### config.mk
export PLATFORM = sky130hd
export DESIGN_NAME = life_generation_row_stepper_core
export DESIGN_NICKNAME = d
export VERILOG_FILES = /design/src/rtl/lgrs_pkg.sv /design/src/rtl/lgrs_next_gen.sv /design/src/rtl/lgrs_out_buf.sv /design/src/rtl/life_generation_row_stepper_core.sv
export SDC_FILE = /design/constraint.sdc
export NUM_CORES = 1
export LEC_CHECK = 0
export ABC_AREA = 1
export BUFFER_PORTS_ARGS = -buffer_cell sky130_fd_sc_hd__buf_2
export CAP_MARGIN = 40
export CORE_MARGIN = 5
export CORE_UTILIZATION = 45
export CTS_CLUSTER_SIZE = 14
export DETAILED_ROUTE_END_ITERATION = 10
export PLACE_DENSITY = 0.7
export SYNTH_ARGS = -nofsm -noshare
export SYNTH_HDL_FRONTEND = slang
export SYNTH_SLANG_ARGS = --single-unit
export TNS_END_PERCENT = 10
### constraint.sdc
create_clock -name clk_i -period 8.7 [get_ports clk_i]
set_input_delay 0.87 -clock clk_i [delete_from_list [all_inputs] [get_ports clk_i]]
set_output_delay 0.87 -clock clk_i [all_outputs]
set_load 0.02 [all_outputs]
### src/rtl/lgrs_pkg.sv
// Shared types and constants for the Life generation row stepper.
package lgrs_pkg;

  localparam int unsigned RowBits   = 64;
  localparam int unsigned WidthBits = 7;
  localparam logic [WidthBits-1:0] WidthReset = 7'd64;

  typedef logic [RowBits-1:0] row_t;

  typedef struct packed {
    row_t row_bits;
    logic last_row;
  } in_item_t;

  typedef struct packed {
    row_t next_row_bits;
    logic last_out;
  } out_item_t;

  // Results released by one input item: cnt of them, first then second.
  typedef struct packed {
    logic [1:0] cnt;
    out_item_t  first;
    out_item_t  second;
  } res_pair_t;

  // Input register contents: the three-row window plus control.
  typedef struct packed {
    row_t upper;
    row_t middle;
    row_t lower;
    logic mid_valid;
    logic last;
    row_t mask;
  } win_t;

endpackage

### src/rtl/lgrs_next_gen.sv
// Next-generation value of one row from the rows above and below it (B3/S23).
module lgrs_next_gen (
  input  lgrs_pkg::row_t up_i,
  input  lgrs_pkg::row_t mid_i,
  input  lgrs_pkg::row_t down_i,
  input  lgrs_pkg::row_t mask_i,
  output lgrs_pkg::row_t next_o
);

  lgrs_pkg::row_t up_l, up_r, mid_l, mid_r, dn_l, dn_r;
  lgrs_pkg::row_t alive;

  // _l: neighbor at column c-1, _r: neighbor at column c+1; no wrap
  assign up_l  = up_i << 1;
  assign up_r  = up_i >> 1;
  assign mid_l = mid_i << 1;
  assign mid_r = mid_i >> 1;
  assign dn_l  = down_i << 1;
  assign dn_r  = down_i >> 1;

  always_comb begin
    logic [7:0] nb;
    logic [3:0] cnt;
    alive = '0;
    for (int c = 0; c < lgrs_pkg::RowBits; c++) begin
      nb = {up_l[c], up_i[c], up_r[c], mid_l[c], mid_r[c], dn_l[c], down_i[c], dn_r[c]};
      cnt = 4'($countones(nb));
      alive[c] = (cnt == 4'd3) || ((cnt == 4'd2) && mid_i[c]);
    end
  end

  assign next_o = alive & mask_i;

endmodule

### src/rtl/lgrs_out_buf.sv
// Result register holding up to two results of one item, drained one per cycle while the output is not stalled.
module lgrs_out_buf (
  input  logic                clk_i,
  input  logic                rst_ni,
  input  logic                load_i,
  input  lgrs_pkg::res_pair_t pair_i,
  output logic                can_load_o,
  output logic                out_valid_o,
  input  logic                out_stall_i,
  output lgrs_pkg::out_item_t out_item_o
);

  logic [1:0]          cnt_q, cnt_d;
  lgrs_pkg::out_item_t a_q, a_d, b_q, b_d;
  logic                pop;

  assign pop         = (cnt_q != 2'd0) && !out_stall_i;
  assign can_load_o  = (cnt_q == 2'd0) || ((cnt_q == 2'd1) && pop);
  assign out_valid_o = (cnt_q != 2'd0);
  assign out_item_o  = a_q;

  always_comb begin
    cnt_d = cnt_q;
    a_d   = a_q;
    b_d   = b_q;
    if (load_i) begin
      cnt_d = pair_i.cnt;
      a_d   = pair_i.first;
      b_d   = pair_i.second;
    end else if (pop) begin
      cnt_d = cnt_q - 2'd1;
      a_d   = b_q;
    end
  end

  always_ff @(posedge clk_i or negedge rst_ni) begin
    if (!rst_ni) begin
      cnt_q <= 2'd0;
    end else begin
      cnt_q <= cnt_d;
    end
  end

  always_ff @(posedge clk_i) begin
    a_q <= a_d;
    b_q <= b_d;
  end

`ifndef NO_ASSERTIONS
  a_cnt_range: assert property (@(posedge clk_i) disable iff (!rst_ni)
    cnt_q != 2'd3) else $error("result count out of range");
  a_no_overrun: assert property (@(posedge clk_i) disable iff (!rst_ni)
    load_i |-> can_load_o) else $error("load while results still pending");
`endif

endmodule

### src/rtl/life_generation_row_stepper_core.sv
// Top level of the Life generation row stepper: row window, input register, results.
// An item passes the input register; its results then pass the result register.
// Rows are accepted one per cycle while the result register can take their results;
// a bottom row releases two results (one if alone), drained by the single output port.
// Reset clears the row window, both stage valids and sets width_q to 64.
module life_generation_row_stepper_core #(
  parameter int unsigned ROW_CELLS = 64
) (
  input  logic                                clk_i,
  input  logic                                rst_ni,
  input  logic                                in_valid_i,
  output logic                                in_stall_o,
  input  lgrs_pkg::in_item_t                  in_item_i,
  output logic                                out_valid_o,
  input  logic                                out_stall_i,
  output lgrs_pkg::out_item_t                 out_item_o,
  input  logic                                cfg_we_i,
  input  logic [lgrs_pkg::WidthBits-1:0]      cfg_wdata_i
);

  localparam logic [lgrs_pkg::WidthBits-1:0] CellsMax = lgrs_pkg::WidthBits'(ROW_CELLS);

  logic [lgrs_pkg::WidthBits-1:0] width_q;
  logic [lgrs_pkg::WidthBits-1:0] width_eff;
  lgrs_pkg::row_t                 mask;
  lgrs_pkg::row_t                 row_in;

  lgrs_pkg::row_t upper_q, upper_d, middle_q, middle_d;
  logic           mid_valid_q, mid_valid_d;

  lgrs_pkg::win_t win_q, win_d;
  logic           win_valid_q, win_valid_d;

  logic                in_acc;
  logic                can_load, adv;
  lgrs_pkg::row_t      gen_mid, gen_low;
  lgrs_pkg::res_pair_t pair;

  // active width saturates at the row size
  assign width_eff = (width_q > CellsMax) ? CellsMax : width_q;

  always_comb begin
    for (int c = 0; c < lgrs_pkg::RowBits; c++) begin
      mask[c] = lgrs_pkg::WidthBits'(c) < width_eff;
    end
  end

  assign row_in = in_item_i.row_bits & mask;

  assign adv        = win_valid_q && can_load;
  assign in_stall_o = win_valid_q && !can_load;
  assign in_acc     = in_valid_i && !in_stall_o;

  always_comb begin
    upper_d     = upper_q;
    middle_d    = middle_q;
    mid_valid_d = mid_valid_q;
    win_d       = win_q;
    win_valid_d = win_valid_q && !adv;
    if (in_acc) begin
      win_d.upper     = upper_q;
      win_d.middle    = middle_q;
      win_d.lower     = row_in;
      win_d.mid_valid = mid_valid_q;
      win_d.last      = in_item_i.last_row;
      win_d.mask      = mask;
      win_valid_d     = 1'b1;
      if (in_item_i.last_row) begin
        upper_d     = '0;
        middle_d    = '0;
        mid_valid_d = 1'b0;
      end else begin
        upper_d     = mid_valid_q ? middle_q : '0;
        middle_d    = row_in;
        mid_valid_d = 1'b1;
      end
    end
  end

  always_ff @(posedge clk_i or negedge rst_ni) begin
    if (!rst_ni) begin
      width_q     <= lgrs_pkg::WidthReset;
      upper_q     <= '0;
      middle_q    <= '0;
      mid_valid_q <= 1'b0;
      win_valid_q <= 1'b0;
    end else begin
      if (cfg_we_i) begin
        width_q <= cfg_wdata_i;
      end
      upper_q     <= upper_d;
      middle_q    <= middle_d;
      mid_valid_q <= mid_valid_d;
      win_valid_q <= win_valid_d;
    end
  end

  always_ff @(posedge clk_i) begin
    win_q <= win_d;
  end

  // row above the newest one
  lgrs_next_gen u_gen_mid (
    .up_i   (win_q.upper),
    .mid_i  (win_q.middle),
    .down_i (win_q.lower),
    .mask_i (win_q.mask),
    .next_o (gen_mid)
  );

  // newest row as bottom row, dead row below
  lgrs_next_gen u_gen_low (
    .up_i   (win_q.mid_valid ? win_q.middle : '0),
    .mid_i  (win_q.lower),
    .down_i ('0),
    .mask_i (win_q.mask),
    .next_o (gen_low)
  );

  always_comb begin
    pair.cnt    = {1'b0, win_q.mid_valid} + {1'b0, win_q.last};
    pair.second = '{next_row_bits: gen_low, last_out: 1'b1};
    if (win_q.mid_valid) begin
      pair.first = '{next_row_bits: gen_mid, last_out: 1'b0};
    end else begin
      pair.first = '{next_row_bits: gen_low, last_out: 1'b1};
    end
  end

  lgrs_out_buf u_out_buf (
    .clk_i       (clk_i),
    .rst_ni      (rst_ni),
    .load_i      (adv),
    .pair_i      (pair),
    .can_load_o  (can_load),
    .out_valid_o (out_valid_o),
    .out_stall_i (out_stall_i),
    .out_item_o  (out_item_o)
  );

`ifndef NO_ASSERTIONS
  a_empty_takes: assert property (@(posedge clk_i) disable iff (!rst_ni)
    !win_valid_q |-> !in_stall_o) else $error("stall with empty input register");
  a_last_clears: assert property (@(posedge clk_i) disable iff (!rst_ni)
    in_acc && in_item_i.last_row |=> !mid_valid_q && (upper_q == '0))
    else $error("row window not cleared after bottom row");
  a_last_releases: assert property (@(posedge clk_i) disable iff (!rst_ni)
    adv && win_q.last |=> out_valid_o) else $error("bottom row released no result");
`endif

endmodule
; ---- Word-level counts from Yosys, hierarchy flattened
; Index checks and enable logic that the tools add are counted.
[word_totals]
reg_bits = 526
in_bits = 77
out_inout_bits = 67
elab_cells = 1315
[op_classes]
add_sub_neg = 693
order_cmp = 65
eq_ne = 257
mux = 12
bitwise = 3
n_reduce_logical = 270
[ops]
columns = operator, count
row1 = 4-bit by 2-bit equality test with 1-bit output (second input constant), 256
row2 = 4-bit adder, 249
row3 = 1-bit by 1-bit adder with 2-bit output, 376
row4 = 64-bit two-way mux, 4
row5 = 1-bit by 4-bit adder with 4-bit output, 63
row6 = 6-bit by 7-bit less-than comparator with 1-bit output (first input constant), 32
row7 = 65-bit two-way mux, 3
row8 = 64-bit AND, 3
row9 = 1-bit logical AND, 134
row10 = 1-bit logical OR, 129
row11 = 5-bit by 7-bit less-than comparator with 1-bit output (first input constant), 16
row12 = 4-bit by 7-bit less-than comparator with 1-bit output (first input constant), 8
row13 = 3-bit by 7-bit less-than comparator with 1-bit output (first input constant), 4
row14 = 1-bit by 7-bit less-than comparator with 1-bit output (first input constant), 2
row15 = 2-bit by 7-bit less-than comparator with 1-bit output (first input constant), 2
row16 = 7-bit greater-than comparator (second input constant), 1
row17 = 7-bit two-way mux, 1
row18 = 1-bit by 2-bit adder with 3-bit output, 2
row19 = 2-bit by 4-bit adder with 4-bit output, 1
row20 = 4-bit by 1-bit adder with 4-bit output, 1
row21 = 1-bit logical NOT, 4
row22 = 2-bit two-way mux, 2
row23 = 2-bit nonzero test, 2
row24 = 2-bit by 1-bit equality test with 1-bit output (second input constant), 1
row25 = other kinds (3), 4

; ---- Depth between registers and ports, before layout
; Gate-level depths: netlist (run 1).
[logic_depth]
depth_word = 10
ltp_mapped = 16
ltp_nobuf = 13

; ---- By module
; From an unflattened synthesis (run 1), not the netlist that was laid out.
[unflattened]
hier_cells = 4948
hier_area_um2 = 44004.7
[by_module_without_submodules]
columns = module, instances, cells_per_inst, area_per_inst_um2, seq_area_each_um2
row1 = lgrs_next_gen, 2, 1569, 11747.5, 0.0
row2 = life_generation_row_stepper_core, 1, 1447, 15620.0, 11177.0
row3 = lgrs_out_buf, 1, 363, 4889.7, 3953.8

; ---- Worst setup path after synthesis (run 1)
; OpenSTA, ideal clock, no wires.
[synth_timing]
kind = input -> register
startpoint = input port out_stall_i
endpoint = register win_q[0] (netlist bit) (enable)
arrival_ns = 6.522
required_time_ns = 8.093
setup_slack_ns = 1.570
path_stages = 7
path_buffers = 2
path_cell_list = inv_1 nand2_1 nand3_1 nand2_1 buf_2 clkbuf_1 inv_1
[synth_via]
elab_chain_cells = 8
[synth_lines]
columns = element, line_no
row1 = start: declaration, life_generation_row_stepper_core.sv:15  ; input logic out_stall_i,
row2 = 1-bit logical NOT, lgrs_out_buf.sv:17  ; assign pop = (cnt_q != 2'd0) && !out_stall_i;
row3 = 1-bit logical AND, lgrs_out_buf.sv:17
row4 = 1-bit logical AND, lgrs_out_buf.sv:18  ; assign can_load_o = (cnt_q == 2'd0) || ((cnt_q == 2'd1) && pop);
row5 = 1-bit logical OR, lgrs_out_buf.sv:18
row6 = 1-bit logical NOT, life_generation_row_stepper_core.sv:51  ; assign in_stall_o = win_valid_q && !can_load;
row7 = 1-bit logical AND, life_generation_row_stepper_core.sv:51
row8 = 1-bit logical NOT, life_generation_row_stepper_core.sv:52  ; assign in_acc = in_valid_i && !in_stall_o;
row9 = 1-bit logical AND, life_generation_row_stepper_core.sv:52
row10 = via in_acc, life_generation_row_stepper_core.sv:34  ; logic in_acc;
row11 = end signal: assignment, life_generation_row_stepper_core.sv:99  ; win_q <= win_d;
row12 = end: declaration, life_generation_row_stepper_core.sv:31  ; lgrs_pkg::win_t win_q, win_d;
; The timed path passes the listed nets, and every way through them passes these cells.
; A chain may end at the register's enable or synchronous reset.

==> results.md, run 1 <==
Die:
- The floorplan step set the die width to 301 µm.
- The floorplan step defined a die boundary enclosing 90500 µm².
- The starting density of the core is 45.4%.
- The number of I/O pins is 144.
- The initialized floorplan defines 106 standard-cell rows.
- The core area is 83800 µm².
- The die height is 301 µm.

Setup path:
- The sort of element at the start of the critical path is a flip-flop.
- The number of cells on the critical path is 14.
- The stage delay of the slowest cell on the critical path is 570 ps.
- Data on the critical path arrives at its endpoint at 3810 ps.
- The number of buffer and inverter instances along the worst setup path is 5.
- The worst reg-to-reg path cell count is 14.
- The critical path is of the reg -> reg type.
- Traced cell by cell, the critical path runs through buf_4 > buf_4 > nand2_1 > inv_1 > ha_1 > inv_1 > fa_1 > inv_1 > fa_1 > nand2_1 > nor2_1 > and2_1 > nand2_1 > a31oi_1.
- The endpoint type of the worst setup path is a flip-flop.
- Along the worst path, the maximum fanout reaches 50.
- For the worst setup path, the data required time is 9030 ps.
- The family with the most delay on the worst path is buffers and inverters.
- The critical-path cell with the highest stage delay is buf_4.

Clock tree:
- In this run the post-CTS setup repair buffer count came out at 0.
- The maximum clock insertion buffer count is 3.
- The total number of clock tree sinks is 526.
- The root buffer cell is clkbuf_16.
- Clock-pin slew was measured on the worst setup and hold paths at 60 ps.
- The number of H-tree branching levels is 2.
- TritonCTS built the clock tree.
- The number of buffers added by the clock tree synthesis step is 58.
- For the worst-skew pair, the clock arrives at the later sink with an insertion delay of 620 ps.
- For this design, the CTS-stage hold fixing added 0 buffers.
- The number of instances resized during post-cts repair is 0.

STA:
- The maximum clock skew at final layout is 19.4 ps.
- The final count of pins violating max slew is 0.
- The relative slew slack is 39.3%.
- The final hold violation count was 0.
- Setup repair after global routing left no endpoint under its margin.
- The setup TNS is 0 ps.
- The post-route clock period utilization is 39.9%.
- Based on the critical path, the design can be clocked at up to 288 MHz.
- For the pin with the worst max-slew slack, the measured transition is 911 ps.
- Setup violations remaining at the end of the flow were counted as 0.
- The minimum period implied by the final worst setup slack is 3470 ps.

Cells and area:
- The final layout net count is 4653.
- In the layout the commonest cells are inv_1, nand2_1, ha_1.
- The proportion of layout cells with a drive suffix above 1 is 9.14%.
- The final instance count without filler cells is 4877.
- The leading cell type in the layout, fill and taps excluded is inv_1.
- After filler insertion, the fill cell instance count of the layout stands at 7507.
- Relative to the synthesized area, the layout overhead comes to 10.9%.

GRT:
- The first global-routing pass estimated 139000 µm of wire.
- The via count of the first global-routing pass came to 25482.
- The global route total overflow is 0.
- The initial antenna violation count is 4.
- Entering global routing, the biggest net connects 123 pins.
- For this run, the total global-route usage over all layers was measured as 19.4%.

Logic synthesis:
- The synthesized netlist net count is 4506.
- The cell area after technology mapping is 38100 µm².
- The register area share after synthesis is 39.7%.
- The cell count after synthesis is 3545.
- For this run, the number of Yosys warnings is 0.
- The synthesized netlist contains 38 unique library cells.
- The synthesized area per cell is 10.7 µm².
- Synthesis inferred 526 register bits.

Place:
- Including well taps, the total number of placed cells is 4766.
- The post-DP HPWL is 64100 µm.
- The placer congestion estimate is 0.821.
- In this run the tool buffered the top-level ports with 143 buffer cells.

Routing:
- In the routed design, unresolved DRC markers number 0.
- Summing over every cut layer, the via total after detailed routing is 24230.
- The count of nets left with antenna violations once routing finished came out at 0.
- The first detailed-routing pass ran for 5 iterations.
- The total wirelength of the detailed-routed design is 86400 µm.
- In the final routed layout, each cell accounts on average for 17.7 µm.
- The iteration-0 DRC count of the detailed router is 1593.
- Using the TritonRoute via totals, the vias-per-cell ratio works out to 4.97.

Run status:
- The run finished with clean final reports.

Power:
- The design draws 15900 µW.
- The worst-case IR drop observed on VDD is 0.000236 V.
- The power density of the placed cells is 376 nW/µm².
- The leakage power is 0.0219 µW.

Min path:
- The path class of the tightest hold or removal check is in -> async.

Run:
- The total of max-cap violations is 0.
[power breakdown]
group | switching, µW | internal, µW
registers | 664 | 3880
clock network | 1070 | 1520
logic | 5150 | 3600
total | 6880 | 9010
[cell usage after synthesis, drive strengths merged]
master,n,area share [%]
edfxtp,387,31
a21oi,29,0.41
nand4,47,0.77
a31oi,54,0.89
and3,8,0.13
a211oi,6,0.12
a22o,1,0.023
ha,506,17
o2111ai,5,0.12
fa,378,20
dfrtp,138,9.1
a21boi,7,0.14
dfstp,1,0.069
nor4,1,0.016
nand3,100,1.4
clkbuf,43,0.42
nor3b,32,0.63
buf,38,0.49
clkinv,1,0.0098
inv,766,7.6
o21ai,73,1.0
nor2,187,1.9
nand2,656,6.5
and2,23,0.38
or2,44,0.72
o211ai,14,0.29
[through the flow]
stage	setup slack, ps	utilization (%)	cell area (µm²)	hold WS (ps)
finish	5230	50.4	42200	267
global route	4990	50.4	42200	314
global placement	4840	47.8	40000	429
detailed placement	5060	48.0	40200	432
CTS	5240	50.4	42200	275
floorplan	1570	-	38100	425
[flip-flops by register name, summed over array words and instances (netlist names)]
register              cells
win_q                   258
u_out_buf.b_q            64
u_out_buf.cnt_q           2
u_out_buf.out_item_o     65
upper_q                  64
middle_q                 64
mid_valid_q               1
width_q                   7
win_valid_q               1
[worst reg2reg max path, cell delays in order, from the launching register on]
cell	delay (ps)
edfxtp_1	370
buf_4	460
buf_4	580
nand2_1	140
inv_1	160
ha_1	180
inv_1	50
fa_1	370
inv_1	80
fa_1	410
nand2_1	80
nor2_1	30
and2_1	140
nand2_1	50
a31oi_1	90
[cell families after synthesis]
kind of cell	share of synthesized area [%]
simple gates	12.4
flops	39.7
compound gates	2.98
buf+inv	8.47
fa+ha+maj	36.5
[final timing paths]
check                                           end  slack, ps        from
min in group clk_i                       win_q[202]        440  upper_q[8]
max in group asynchronous               middle_q[9]       7170      rst_ni
min                                    middle_q[47]        270      rst_ni
max                        u_out_buf.out_item_o[41]       5230   win_q[65]
min reg2reg                              win_q[202]        440  upper_q[8]
max reg2reg                u_out_buf.out_item_o[41]       5230   win_q[65]
[layer usage]
layer	global-route usage [%]	routed length, µm
met5	0	39
met4	5.63	2410
met3	2.60	3840
met2	32.7	41400
met1	26.5	38600
[final cells by class]
type	count	area (µm²)	area share, %
multi-input cells	2171	19800	46.8
flip-flops and latches	526	15100	35.8
inverters	767	2890	6.85
clock buffers	85	1750	4.14
well taps	1134	1420	3.36
repair buffers	168	1020	2.42
clock inverters	25	273	0.646
diodes	1	2.50	0.00593
Power figures use the tool's default switching activity.
==> run 2: changes to the inputs <==
- PLACE_DENSITY: 0.7 -> 0.72
- clock period: 8.7 -> 2.9 ns (I/O delays scaled with it)
==> results.md, run 2 (synthesis gave the netlist of run 1 again) <==
STA:
- The minimum period implied by the final worst setup slack is 3080 ps (-391 ps).
- Setup repair after global routing could not meet its margin everywhere.
- The slack of the critical path came to -183 ps (-5410 ps).
- The final hold violation count is 0 (unchanged).
- The maximum frequency from static timing analysis came to 324 MHz (+13%).
- The post-route clock period utilization is 106% (+66 points).
- The transition at the pin with the smallest max-transition slack is 873 ps (-37.9 ps).
- The final count of pins violating max slew is 0 (unchanged).
- The relative slew slack came to 41.6% (+2.4 points).
- The maximum clock skew at final layout is 19.2 ps (-0.196 ps).
- The setup violation total in the final timing report is 57 (+57).

Clock tree:
- The number of H-tree branching levels is 2 (unchanged).
- The clock transition time at the flip-flop clock pins of the worst setup and hold paths is 60 ps (about the same).
- The total number of clock tree sinks is 526 (unchanged).
- The number of buffers added by the clock tree synthesis step is 56 (-3.4%).
- The root buffer cell is clkbuf_16.
- The clock latency on the worst-skew pair is 620 ps (about the same).
- The TritonCTS clock tree is built.
- The maximum clock insertion buffer count is 3 (unchanged).

Run:
- The total of max-cap violations is 0 (unchanged).

Cells and area:
- The number of filler cells placed in the layout is 7182 (-4.3%).
- The top cell types in the final layout, fill and taps aside, are inv_1, nand2_1, ha_1.
- The final instance count without filler cells is 5136 (+5.3%).
- Ranked by flip-flop count, first place goes to win_q.
- The area growth from synthesis to layout is 17.5%.
- The leading cell type in the layout, fill and taps excluded is inv_1.
- The number of flip-flops in the largest register is 258 (unchanged).
- The register area is 15100 µm² (unchanged).
- The final non-filler cell area is 44800 µm² (+6.0%).
- The area of combinational cells with multiple inputs was 20200 µm² (+2.4%).
- The final layout net count is 4916 (+5.7%).
- The proportion of layout cells with a drive suffix above 1 is 17.4% (+8.3 points).

GRT:
- The global route total overflow was 0 (unchanged).
- The total global routing track utilization is 20.1% (+0.71 points).
- The pin count of the biggest net entering global routing is 87 (-29%).
- The first-pass GRT wire length was 145000 µm (+4.3%).
- The initial antenna violation count came to 1 (-3).
- The via count of the first global-routing pass is 27086 (+6.3%).

Min path:
- The path class of the tightest hold or removal check is in -> reg.
- The hold path endpoint is middle_q[9].
- The hold path depth is 3.
- In this run the most critical hold path is launched from in_item_i[10].

Routing:
- The iteration-0 DRC count of the detailed router is 1589 (-0.25%).
- The average vias per placed instance came to 4.98 (+0.19%).
- The final routed DRC violation total is 0 (unchanged).
- The final routed wire length divided by cell count is 17.5 µm (-1.4%).
- The overall via count from detail_route came to 25566 (+5.5%).
- The remaining antenna violation count is 0 (unchanged).
- The total wirelength of the detailed-routed design is 89700 µm (+3.9%).
- The length of the first detailed-routing pass in iterations is 6 (+1).

Place:
- The number of port buffers was 143 (unchanged).
- The post-DP HPWL is 67400 µm (+5.2%).
- The instance count after placement with tap cells included is 4951 (+3.9%).
- The placer congestion estimate is 0.846 (+3.0%).
- The total cell area at the placement stage came to 41700 µm² (+3.7%).

Setup path:
- The launching point of the worst reg2reg path is win_q[229].
- The worst setup path is launched from a flip-flop.
- The endpoint type of the worst setup path is a flip-flop.
- The worst reg-to-reg path cell count came to 13 (-1).
- The capture point of the worst reg-to-reg path is u_out_buf.out_item_o[37].
- The maximum net fanout on the critical path is 3 (-94%).
- By startpoint and endpoint, the worst setup path is classified as reg -> reg.
- The critical path data required time came to 3370 ps (-5660 ps).
- The register-to-register setup slack is -180 ps (-5410 ps).
- Traced cell by cell, the critical path runs through buf_4 > ha_1 > inv_1 > fa_1 > inv_1 > fa_1 > ha_1 > fa_1 > inv_1 > nand2_1 > nor2_1 > nand4_1 > a31oi_1.
- Among all stages on the critical path, the largest delay is contributed by edfxtp_1.
- The stage delay of the slowest cell on the critical path was 440 ps (-130 ps).
- The arrival time at the worst endpoint is 3550 ps (-260 ps).

Die:
- The site row count was 106 (unchanged).
- The starting density of the core is 45.4% (unchanged).
- The width of the die was 301 µm (unchanged).
- The number of I/O pins is 144 (unchanged).
- The area of the die is 90500 µm² (unchanged).
- The die height is 301 µm (unchanged).
- The core area came to 83800 µm² (unchanged).

Power:
- The power density of the placed cells is 1120 nW/µm² (+200%).
- The maximum vdd ir drop is 0.000623 V (+160%).
- The leakage power came to 0.0230 µW (+5.2%).
- The overall power consumption came to 50100 µW (+220%).

Run status:
- The final reports fail on negative setup slack.
- The run finished, with violations left.
-- run 2: worst max-delay path by stage --
stage                                   from                  endpoint  slack [ps]  cells past startpoint
after global placement            win_q[229]  u_out_buf.out_item_o[36]        -120                     10
after detailed placement          win_q[218]  u_out_buf.out_item_o[26]        -210                     10
after floorplan           u_out_buf.cnt_q[0]                  win_q[0]       -2510                      8
final                             win_q[229]  u_out_buf.out_item_o[37]        -180                     13
after CTS                         win_q[202]   u_out_buf.out_item_o[9]        -150                      8
after global routing              win_q[225]  u_out_buf.out_item_o[31]        -290                     10
-- run 2: area by class of cell --
class	count	area share, %
multi-input cells	2171	45.2
clock inverters	31	0.679
inverters	767	6.46
flip-flops and latches	526	33.7
diodes	1	0.00559
well taps	1134	3.17
clock buffers	73	3.51
repair buffers	433	7.20
-- run 2: through the flow --
| stage | setup WS, ps | TNS [ps] | util, % | hold slack, ps |
|---|---|---|---|---|
| final | -183 | -5160 | 53.4 | 20.5 |
| after global routing | -292 | -13550 | 53.4 | 21.2 |
| after CTS | -148 | -5360 | 52.9 | 0.238 |
| after detailed placement | -212 | -5720 | 49.7 | 317 |
| after global placement | -123 | -2950 | 49.7 | 321 |
| after floorplan | -2510 | -648980 | - | -5.59 |
-- run 2: per-layer routing --
layer / part of all wire (%) / vias up / GRT usage, %
met5: 0.014 / - / 0
li1: - / 12141 / -
met4: 3.4 / 2 / 6.35
met1: 44 / 12634 / 27.6
met2: 47 / 628 / 33.8
met3: 5.1 / 161 / 2.42
-- run 2: worst max-delay path, delay by kind of cell (launching register included) --
| kind | cells | cell delay [ps] |
|---|---|---|
| simple gates | 3 | 290 |
| fa+ha+maj | 5 | 1700 |
| buf+inv | 4 | 380 |
| flops | 1 | 440 |
| compound gates | 1 | 150 |
-- run 2: what timing repair did --
item	in CTS	in global routing
resized for setup	74	83
pin swaps	56	103
endpoints found under the setup margin	60	62
hold buffers	47	0
setup buffers	8	26
hold endpoints to repair	121	0
-- run 2: power by group --
group / internal, µW / switching (µW) / leakage (µW)
sequential: 11600 / 1640 / 0.00561
combinational: 12800 / 16700 / 0.0165
clock: 4190 / 3160 / 0.000898
total: 28600 / 21500 / 0.0230
